File: config.mk
export PLATFORM = sky130hd
export DESIGN_NAME = point_orbit_animator_core
export DESIGN_NICKNAME = d
export VERILOG_FILES = /design/src/hdl/poa_pkg.sv /design/src/hdl/poa_ctrl.sv /design/src/hdl/poa_dpath.sv /design/src/hdl/point_orbit_animator_core.sv
export SDC_FILE = /design/constraint.sdc
export NUM_CORES = 2
export LEC_CHECK = 0
export BUFFER_PORTS_ARGS = -buffer_cell sky130_fd_sc_hd__buf_2
export CAP_MARGIN = 20
export CELL_PAD_IN_SITES_DETAIL_PLACEMENT = 1
export CELL_PAD_IN_SITES_GLOBAL_PLACEMENT = 1
export CORE_MARGIN = 2
export CORE_UTILIZATION = 50
export CTS_BUF_LIST = sky130_fd_sc_hd__clkbuf_8 sky130_fd_sc_hd__clkbuf_16
export DETAILED_ROUTE_END_ITERATION = 8
export GPL_TIMING_DRIVEN = 0
export PLACE_DENSITY_LB_ADDON = 0.1
export SETUP_SLACK_MARGIN = 0.1
export SLEW_MARGIN = 20
export SYNTH_ARGS = -nofsm -noshare
export SYNTH_HDL_FRONTEND = slang
export SYNTH_SLANG_ARGS = --single-unit
File: constraint.sdc
create_clock -name i_clk -period 12.82 [get_ports i_clk]
set_input_delay 2.564 -clock i_clk [delete_from_list [all_inputs] [get_ports i_clk]]
set_output_delay 2.564 -clock i_clk [all_outputs]
set_load 0.05 [all_outputs]
File: src/hdl/poa_pkg.sv
`default_nettype none

package poa_pkg;

    // coordinate and register widths
    localparam int COORD_W = 16;
    localparam int TIME_W  = 32;
    localparam int IDX_W   = 3;
    localparam int CMD_W   = 2;

    // command codes
    localparam logic [CMD_W-1:0] CMD_START  = 2'd0;
    localparam logic [CMD_W-1:0] CMD_UPDATE = 2'd1;
    localparam logic [CMD_W-1:0] CMD_STOP   = 2'd2;

    // register indexes
    localparam logic [IDX_W-1:0] REG_CENTER_X = 3'd0;
    localparam logic [IDX_W-1:0] REG_CENTER_Y = 3'd1;
    localparam logic [IDX_W-1:0] REG_START_X  = 3'd2;
    localparam logic [IDX_W-1:0] REG_START_Y  = 3'd3;
    localparam logic [IDX_W-1:0] REG_DURATION = 3'd4;
    localparam logic [IDX_W-1:0] REG_REPEAT   = 3'd5;

    localparam logic [TIME_W-1:0] DURATION_RESET = 32'd1000000;

    // inverse cordic gain in q24
    localparam logic signed [24:0] GAIN_Q24 = 25'sd10188013;

    // cordic datapath widths
    localparam int XY_W = 44;
    localparam int Z_W  = 33;

    // commands from controller to datapath
    typedef struct packed {
        logic start;
        logic stop;
        logic update;
        logic div_step;
        logic mul;
        logic rot_step;
        logic finish;
        logic push;
    } t_dp_cmd;

    // status from datapath to controller
    typedef struct packed {
        logic running;
    } t_dp_status;

    // arctangent of 2^-i in 32-bit turn units
    function automatic logic [31:0] atan_turn(input logic [4:0] i);
        logic [31:0] v;
        case (i)
            5'd0:    v = 32'h20000000;
            5'd1:    v = 32'h12E4051E;
            5'd2:    v = 32'h09FB385B;
            5'd3:    v = 32'h051111D4;
            5'd4:    v = 32'h028B0D43;
            5'd5:    v = 32'h0145D7E1;
            5'd6:    v = 32'h00A2F61E;
            5'd7:    v = 32'h00517C55;
            5'd8:    v = 32'h0028BE53;
            5'd9:    v = 32'h00145F2F;
            5'd10:   v = 32'h000A2F98;
            5'd11:   v = 32'h000517CC;
            5'd12:   v = 32'h00028BE6;
            5'd13:   v = 32'h000145F3;
            5'd14:   v = 32'h0000A2F9;
            5'd15:   v = 32'h0000517C;
            5'd16:   v = 32'h000028BE;
            5'd17:   v = 32'h0000145F;
            5'd18:   v = 32'h00000A2F;
            5'd19:   v = 32'h00000517;
            5'd20:   v = 32'h0000028B;
            5'd21:   v = 32'h00000145;
            5'd22:   v = 32'h000000A2;
            5'd23:   v = 32'h00000051;
            default: v = 32'h00000000;
        endcase
        return v;
    endfunction

endpackage

`default_nettype wire

File: src/hdl/poa_ctrl.sv
`default_nettype none

module poa_ctrl #(
    parameter int PHASE_BITS   = 16,
    parameter int CORDIC_STEPS = 16
) (
    input  wire logic                    i_clk,
    input  wire logic                    i_rst_n,
    input  wire logic                    i_in_valid,
    output logic                         o_in_stall,
    input  wire logic [poa_pkg::CMD_W-1:0] i_command,
    input  wire logic                    i_hold,
    output logic                         o_out_valid,
    input  wire logic                    i_out_stall,
    input  wire poa_pkg::t_dp_status     i_status,
    output poa_pkg::t_dp_cmd             o_cmd,
    output logic [4:0]                   o_step
);
    import poa_pkg::*;

    localparam int MAX_STEPS = (PHASE_BITS > CORDIC_STEPS) ? PHASE_BITS : CORDIC_STEPS;
    localparam int CNT_W     = $clog2(MAX_STEPS);

    typedef enum logic [2:0] {
        S_IDLE,
        S_DIV,
        S_MUL,
        S_ROT,
        S_FIN,
        S_PUSH
    } t_state;

    t_state            r_state, n_state;
    logic [CNT_W-1:0]  r_cnt, n_cnt;
    logic              r_out_valid, n_out_valid;
    logic              accept;
    logic              slot_free;

    assign accept     = i_in_valid && (r_state == S_IDLE);
    assign slot_free  = !r_out_valid || !i_out_stall;
    assign o_in_stall = (r_state != S_IDLE);
    assign o_out_valid = r_out_valid;
    assign o_step     = 5'(r_cnt);

    // next state and datapath commands
    always_comb begin
        n_state     = r_state;
        n_cnt       = r_cnt;
        n_out_valid = r_out_valid;
        o_cmd       = '0;
        if (r_out_valid && !i_out_stall) begin
            n_out_valid = 1'b0;
        end
        unique case (r_state)
            S_IDLE: begin
                if (accept) begin
                    case (i_command)
                        CMD_START: begin
                            if (!i_status.running) begin
                                o_cmd.start = 1'b1;
                                n_state     = S_PUSH;
                            end
                        end
                        CMD_STOP: begin
                            o_cmd.stop = 1'b1;
                        end
                        CMD_UPDATE: begin
                            if (i_status.running && !i_hold) begin
                                o_cmd.update = 1'b1;
                                n_cnt        = '0;
                                n_state      = S_DIV;
                            end
                        end
                        default: ;
                    endcase
                end
            end
            S_DIV: begin
                o_cmd.div_step = 1'b1;
                if (r_cnt == CNT_W'(PHASE_BITS - 1)) begin
                    n_state = S_MUL;
                end else begin
                    n_cnt = r_cnt + 1'b1;
                end
            end
            S_MUL: begin
                o_cmd.mul = 1'b1;
                n_cnt     = '0;
                n_state   = S_ROT;
            end
            S_ROT: begin
                o_cmd.rot_step = 1'b1;
                if (r_cnt == CNT_W'(CORDIC_STEPS - 1)) begin
                    n_state = S_FIN;
                end else begin
                    n_cnt = r_cnt + 1'b1;
                end
            end
            S_FIN: begin
                o_cmd.finish = 1'b1;
                n_state      = S_PUSH;
            end
            S_PUSH: begin
                if (slot_free) begin
                    o_cmd.push  = 1'b1;
                    n_out_valid = 1'b1;
                    n_state     = S_IDLE;
                end
            end
            default: n_state = S_IDLE;
        endcase
    end

    // state and output valid
    always_ff @(posedge i_clk) begin
        if (!i_rst_n) begin
            r_state     <= S_IDLE;
            r_cnt       <= '0;
            r_out_valid <= 1'b0;
        end else begin
            r_state     <= n_state;
            r_cnt       <= n_cnt;
            r_out_valid <= n_out_valid;
        end
    end

endmodule

`default_nettype wire

File: src/hdl/poa_dpath.sv
`default_nettype none

module poa_dpath #(
    parameter int PHASE_BITS = 16
) (
    input  wire logic                              i_clk,
    input  wire logic                              i_rst_n,
    input  wire logic                              i_cfg_valid,
    input  wire logic [poa_pkg::IDX_W-1:0]         i_cfg_index,
    input  wire logic [31:0]                       i_cfg_data,
    input  wire logic [poa_pkg::TIME_W-1:0]        i_frame_time,
    input  wire poa_pkg::t_dp_cmd                  i_cmd,
    input  wire logic [4:0]                        i_step,
    output poa_pkg::t_dp_status                    o_status,
    output logic signed [poa_pkg::COORD_W-1:0]     o_pos_x,
    output logic signed [poa_pkg::COORD_W-1:0]     o_pos_y,
    output logic                                   o_finished
);
    import poa_pkg::*;

    // configuration
    logic signed [COORD_W-1:0] r_center_x, r_center_y, r_start_x, r_start_y;
    logic [TIME_W-1:0]         r_duration;
    logic                      r_repeat;

    // orbit state
    logic [TIME_W-1:0]         r_elapsed;
    logic                      r_running;
    logic                      r_full;

    // divider
    logic [TIME_W-1:0]         r_rem;
    logic [PHASE_BITS-1:0]     r_quot;

    // cordic
    logic signed [XY_W-1:0]    r_x, r_y;
    logic signed [Z_W-1:0]     r_z;

    // pending result and output word
    logic signed [COORD_W-1:0] r_pend_x, r_pend_y;
    logic                      r_pend_fin;
    logic signed [COORD_W-1:0] r_pos_x, r_pos_y;
    logic                      r_fin;

    logic [TIME_W:0]           sum;
    logic [TIME_W-1:0]         sat_sum;
    logic [TIME_W:0]           rem_sh;
    logic                      rem_ge;
    logic [31:0]               angle;
    logic signed [COORD_W:0]   dx, dy;
    logic signed [41:0]        px, py;
    logic signed [XY_W-1:0]    mx, my;
    logic signed [XY_W-1:0]    xs, ys;
    logic signed [Z_W-1:0]     atan_z;
    logic signed [XY_W-1:0]    rx, ry;
    logic signed [XY_W-1:0]    ox, oy;

    assign o_status.running = r_running;
    assign o_pos_x    = r_pos_x;
    assign o_pos_y    = r_pos_y;
    assign o_finished = r_fin;

    // saturating elapsed time
    assign sum     = {1'b0, r_elapsed} + {1'b0, i_frame_time};
    assign sat_sum = sum[TIME_W] ? '1 : sum[TIME_W-1:0];

    // restoring divide step
    assign rem_sh = {r_rem, 1'b0};
    assign rem_ge = (rem_sh >= {1'b0, r_duration});

    // angle in 32-bit turn units
    assign angle = r_full ? 32'd0 : {r_quot, {(32 - PHASE_BITS){1'b0}}};

    // offset times inverse gain
    assign dx = (COORD_W + 1)'(r_start_x) - (COORD_W + 1)'(r_center_x);
    assign dy = (COORD_W + 1)'(r_start_y) - (COORD_W + 1)'(r_center_y);
    assign px = dx * GAIN_Q24;
    assign py = dy * GAIN_Q24;
    assign mx = XY_W'(px);
    assign my = XY_W'(py);

    // cordic step terms
    assign xs     = r_x >>> i_step;
    assign ys     = r_y >>> i_step;
    assign atan_z = Z_W'(atan_turn(i_step));

    // rounding and center add
    assign rx = (r_x + XY_W'(64'sd8388608)) >>> 24;
    assign ry = (r_y + XY_W'(64'sd8388608)) >>> 24;
    assign ox = XY_W'(r_center_x) + rx;
    assign oy = XY_W'(r_center_y) + ry;

    // configuration and control state
    always_ff @(posedge i_clk) begin
        if (!i_rst_n) begin
            r_center_x <= '0;
            r_center_y <= '0;
            r_start_x  <= '0;
            r_start_y  <= '0;
            r_duration <= DURATION_RESET;
            r_repeat   <= 1'b0;
            r_elapsed  <= '0;
            r_running  <= 1'b0;
        end else begin
            if (i_cfg_valid) begin
                unique case (i_cfg_index)
                    REG_CENTER_X: r_center_x <= i_cfg_data[COORD_W-1:0];
                    REG_CENTER_Y: r_center_y <= i_cfg_data[COORD_W-1:0];
                    REG_START_X:  r_start_x  <= i_cfg_data[COORD_W-1:0];
                    REG_START_Y:  r_start_y  <= i_cfg_data[COORD_W-1:0];
                    REG_DURATION: r_duration <= i_cfg_data[TIME_W-1:0];
                    REG_REPEAT:   r_repeat   <= i_cfg_data[0];
                    default: ;
                endcase
            end
            if (i_cmd.start) begin
                r_running <= 1'b1;
                r_elapsed <= '0;
            end
            if (i_cmd.stop) begin
                r_running <= 1'b0;
            end
            if (i_cmd.update) begin
                r_elapsed <= sat_sum;
            end
            // end of orbit
            if (i_cmd.finish && r_full) begin
                if (!r_repeat) begin
                    r_running <= 1'b0;
                    r_elapsed <= r_duration;
                end else begin
                    r_elapsed <= '0;
                end
            end
        end
    end

    // arithmetic registers
    always_ff @(posedge i_clk) begin
        if (i_cmd.start) begin
            r_pend_x   <= r_start_x;
            r_pend_y   <= r_start_y;
            r_pend_fin <= 1'b0;
        end
        if (i_cmd.update) begin
            r_full <= (sat_sum >= r_duration);
            r_rem  <= sat_sum;
            r_quot <= '0;
        end
        if (i_cmd.div_step) begin
            r_rem  <= rem_ge ? TIME_W'(rem_sh - {1'b0, r_duration}) : rem_sh[TIME_W-1:0];
            r_quot <= {r_quot[PHASE_BITS-2:0], rem_ge};
        end
        // quadrant pre-rotation
        if (i_cmd.mul) begin
            r_z <= Z_W'(angle[29:0]);
            case (angle[31:30])
                2'd1:    begin r_x <= -my; r_y <= mx;  end
                2'd2:    begin r_x <= -mx; r_y <= -my; end
                2'd3:    begin r_x <= my;  r_y <= -mx; end
                default: begin r_x <= mx;  r_y <= my;  end
            endcase
        end
        if (i_cmd.rot_step) begin
            if (!r_z[Z_W-1]) begin
                r_x <= r_x - ys;
                r_y <= r_y + xs;
                r_z <= r_z - atan_z;
            end else begin
                r_x <= r_x + ys;
                r_y <= r_y - xs;
                r_z <= r_z + atan_z;
            end
        end
        if (i_cmd.finish) begin
            r_pend_x   <= ox[COORD_W-1:0];
            r_pend_y   <= oy[COORD_W-1:0];
            r_pend_fin <= r_full && !r_repeat;
        end
        if (i_cmd.push) begin
            r_pos_x <= r_pend_x;
            r_pos_y <= r_pend_y;
            r_fin   <= r_pend_fin;
        end
    end

endmodule

`default_nettype wire

File: src/hdl/point_orbit_animator_core.sv
// result path: a start word goes through S_PUSH to the output registers, an update word
// through S_DIV, S_MUL, S_ROT, S_FIN and S_PUSH; S_PUSH waits while the output word is stalled
// throughput: one word at a time; an update runs the bit-serial divider and then the
// shared cordic stage before the next word is taken
// stop, paused and ignored words give no result
// reset: i_rst_n synchronous active low, clears control, elapsed time and registers (1 ms)
`default_nettype none

module point_orbit_animator_core #(
    parameter int PHASE_BITS   = 16,
    parameter int CORDIC_STEPS = 16
) (
    input  wire logic                               i_clk,
    input  wire logic                               i_rst_n,
    input  wire logic                               i_cfg_valid,
    output logic                                    o_cfg_ready,
    input  wire logic [poa_pkg::IDX_W-1:0]          i_cfg_index,
    input  wire logic [31:0]                        i_cfg_data,
    input  wire logic                               i_in_valid,
    output logic                                    o_in_stall,
    input  wire logic [poa_pkg::CMD_W-1:0]          i_command,
    input  wire logic [poa_pkg::TIME_W-1:0]         i_frame_time,
    input  wire logic                               i_hold,
    output logic                                    o_out_valid,
    input  wire logic                               i_out_stall,
    output logic signed [poa_pkg::COORD_W-1:0]      o_pos_x,
    output logic signed [poa_pkg::COORD_W-1:0]      o_pos_y,
    output logic                                    o_finished
);
    import poa_pkg::*;

    t_dp_cmd    cmd;
    t_dp_status status;
    logic [4:0] step;

    assign o_cfg_ready = 1'b1;

    // sequencer
    poa_ctrl #(
        .PHASE_BITS   (PHASE_BITS),
        .CORDIC_STEPS (CORDIC_STEPS)
    ) u_ctrl (
        .i_clk       (i_clk),
        .i_rst_n     (i_rst_n),
        .i_in_valid  (i_in_valid),
        .o_in_stall  (o_in_stall),
        .i_command   (i_command),
        .i_hold      (i_hold),
        .o_out_valid (o_out_valid),
        .i_out_stall (i_out_stall),
        .i_status    (status),
        .o_cmd       (cmd),
        .o_step      (step)
    );

    // divider, cordic and registers
    poa_dpath #(
        .PHASE_BITS (PHASE_BITS)
    ) u_dpath (
        .i_clk        (i_clk),
        .i_rst_n      (i_rst_n),
        .i_cfg_valid  (i_cfg_valid),
        .i_cfg_index  (i_cfg_index),
        .i_cfg_data   (i_cfg_data),
        .i_frame_time (i_frame_time),
        .i_cmd        (cmd),
        .i_step       (step),
        .o_status     (status),
        .o_pos_x      (o_pos_x),
        .o_pos_y      (o_pos_y),
        .o_finished   (o_finished)
    );

endmodule

`default_nettype wire

==> run_results.csv <==
group,metric,value,unit
global_routing,grt_pass1_vias,54780,
route,drt-total-wl,236200,µm
placement,io_buffers,109,
global_routing,track_usage,40.06,%
status,status,"complete, no violations",
synthesis,yosysTopAreaCellShare,13.31,%
clock_tree,insertion_delay,0.66,ns
sta,period_minus_slack,12.32,ns
clock_tree,root_buffer,"clkbuf_16",
synthesis,seq_area_frac_synth,18.62,%
route,post_drt_wl_per_cell,28.79,µm
sta,skew,0.06014,ns
synthesis,synth.distinct_cells,113,
worst_setup_path,r2r_end,"u_dpath.r_x[29]",
flow_run,drv_cap,0,
worst_setup_path,path_class,"reg2reg",
route,drt_iter0_drc,5239,
synthesis,synth_top_area_cell,"ha_1",
placement,dp_hpwl,191600,µm
worst_setup_path,cp_slowest_stage_delay,0.89,ns
sta,hold_violations,0,
global_routing,antenna_found_initial,12,
worst_setup_path,reg2reg_depth,32,
clock_tree,cts_tree,"done",
die,io_pins,111,
die,core-area,111000,µm²
cells_and_area,final_area,60690,µm²
worst_setup_path,crit_fanout,9,
global_routing,grt_max_degree,49,
placement,place.gp.congestion,1.051,
die,start_util,50.58,%
clock_tree,cts_made_buffers,46,
worst_setup_path,r2r_start,"u_dpath.r_center_x[2]",
cells_and_area,fillers,13280,
sta,maxSlewViolCount,0,
sta,fin_crit_sh,96.11,%
route,dr.pass1.iters,8,
global_routing,overflow,0,
cells_and_area,nets,7680,
clock_tree,cts.reportedPaths.clkPinSlew,0.07,ns
sta,whs,0.4146,ns
worst_setup_path,worst_ep_required_time,13.13,ns
synthesis,synth-edff-count,236,
die,die_w,339.1,µm
clock_tree,cts_hold_buf,0,
cells_and_area,syn_to_final_growth,8.123,%
route,vias,53900,
worst_setup_path,ff2ff_setup_slack,0.50,ns
worst_setup_path,cp-startpoint,"u_dpath.r_center_x[2]",
worst_setup_path,cpMostUsedCell,"fa_1",
worst_setup_path,crit_path_start_kind,"flip-flop",
cells_and_area,drive_gt1_share,7.611,%
synthesis,yosysWarnings,0,
placement,post_dp_cell_area,58880,µm²
worst_setup_path,crit_end,"u_dpath.r_x[29]",
sta,max_freq,81.16,MHz
clock_tree,htree_levels,2,
min_path,hp-class,"reg2reg",
die,row_count,122,
synthesis,synth_fp_nets,7508,
sta,final-setup-viol-count,0,
die,dieArea,115000,µm²
sta,relSlewSlack,14.09,%
synthesis,syn_avg_cell_area,8.629,µm²
die,die_height,339.1,µm
route,viasPerCell,6.569,
placement,post-place-ws,0.1596,ns
route,drc,0,
synthesis,synth_area_leaders,"ha_1 13%, edfxtp_1 13%, fa_1 12%",
synthesis,ys.flop_type,"edfxtp_1",
synthesis,ys_ff_latch,404,
synthesis,netlist_instances,6505,
clock_tree,cts.sinks,404,
worst_setup_path,slowest_stage,"o41ai_1",
clock_tree,clockBufferDepth,3,
global_routing,grt_pass1_wl,350000,µm
sta,setup_slack,0.4984,ns
worst_setup_path,arrival,12.63,ns
sta,worstMarginPinSlew,1.284,ns
synthesis,synth.cell_area,56130,µm²
route,ant_nets,0,
worst_setup_path,critPathCaptureType,"flip-flop",
synthesis,async_reset_ff_share,0,%
## area by class of cell
type	instances	area [µm²]	share of cell area, %
clock buffers	55	1309	2.156
inverters	647	2429	4.002
multi-input cells	5187	42360	69.80
flip-flops and latches	404	10450	17.22
well taps	1488	1862	3.068
diodes	3	7.507	0.01237
plain buffers	267	1149	1.893
repair buffers	124	775.7	1.278
clock inverters	30	350.3	0.5772
## cells in the final DEF (no fill, tap or decap), types with 149 or more instances in the layout
cell	count
ha_1	597
a21o_1	149
a21oi_1	457
xnor2_1	250
clkbuf_1	194
xor2_1	187
nand2_1	574
nor2_1	443
dfxtp_1	168
edfxtp_1	236
inv_1	648
o21ai_0	362
fa_1	331
## through the flow
stage / utilization (%) / std cells / setup TNS [ns]
after floorplan: - / 6505 / 0
after global placement: 52.75 / 8102 / 0
after detailed placement: 53.06 / 8114 / 0
after CTS: 54.58 / 8202 / 0
after global routing: 54.68 / 8202 / -0.01659
final: 54.69 / 8205 / 0
## kinds of logic (layout without fill, tap and decap cells)
family	after synthesis	after routing	synth area share, %
AND/OR/NAND/NOR	1809	1809	15.60
AO/OA/AOI/OAI	1761	1761	20.48
adder cells (fa/ha/maj)	928	928	25.11
buffers and inverters	914	1123	6.368
XOR/XNOR	457	457	7.144
flip-flops	404	404	18.62
multiplexers	231	231	6.678
other	1	4	0.006681
## synth_stat cells (57+ instances only)
| master | instances |
|---|---|
| a31oi_1 | 74 |
| o211ai_1 | 69 |
| dfxtp_1 | 168 |
| xor2_1 | 196 |
| o21ai_0 | 364 |
| a21boi_0 | 105 |
| a211oi_1 | 60 |
| and3_1 | 70 |
| a21oi_1 | 461 |
| and2_1 | 75 |
| fa_1 | 331 |
| nor3_1 | 125 |
| nand2_1 | 576 |
| ha_1 | 597 |
| nand2b_1 | 74 |
| nor2_1 | 447 |
| edfxtp_1 | 236 |
| mux4_2 | 80 |
| clkbuf_1 | 196 |
| a21o_1 | 149 |
| nor2b_1 | 62 |
| mux2i_1 | 79 |
| o21a_1 | 57 |
| inv_1 | 645 |
| nand3_1 | 128 |
| xnor2_1 | 260 |
## worst max-delay path, delay by kind of cell, from the launching register on
kind	cells	cell delay (ns)
AO/OA/AOI/OAI	10	3.86
XOR/XNOR	2	0.91
adder cells (fa/ha/maj)	8	3.76
buffers and inverters	5	0.76
flip-flops	1	0.38
multiplexers	1	0.12
AND/OR/NAND/NOR	6	2.18
## registers in the layout, indices dropped and copies added, names as in the netlist, 30 cells and up
signal and flops:
u_dpath.atan_z 30, u_dpath.r_duration 32, u_dpath.r_elapsed 32, u_dpath.r_rem 32, u_dpath.r_x 44, u_dpath.r_y 44, u_dpath.r_z 33
## how the worst min path moves through the flow
stage	from	to	slack, ns	depth (start not counted)
3_5_place_dp	u_dpath.r_pend_x[2]	u_dpath.o_pos_x[2]	0.41	0
5_1_grt	u_dpath.r_pend_x[4]	u_dpath.o_pos_x[4]	0.43	0
6_report	u_dpath.r_pend_y[4]	u_dpath.o_pos_y[4]	0.41	0
3_3_place_gp	u_dpath.r_pend_x[4]	u_dpath.o_pos_x[4]	0.40	0
2_1_floorplan	u_dpath.r_pend_fin	u_dpath.o_finished	0.40	0
4_1_cts	u_dpath.r_pend_y[4]	u_dpath.o_pos_y[4]	0.41	0
## what timing repair did
| item | 4_1_cts | 5_1_grt |
|---|---|---|
| endpoints found under the setup margin | 2 | 33 |
| pin swaps | 1 | 0 |
| buffers inserted | 3 | 0 |
| resized for setup | 0 | 15 |
## layer usage
layer  vias up  track usage, %  share of wire, %
li1      23620               -                 -
met1     27050           54.57                42
met2      2653           60.52                43
met3       566           9.057               9.9
met4         8           18.07               5.3
met5         -               0             0.024
Power is not shown: default switching activity piles up to over one toggle a cycle in this logic, so the estimate is an artifact.
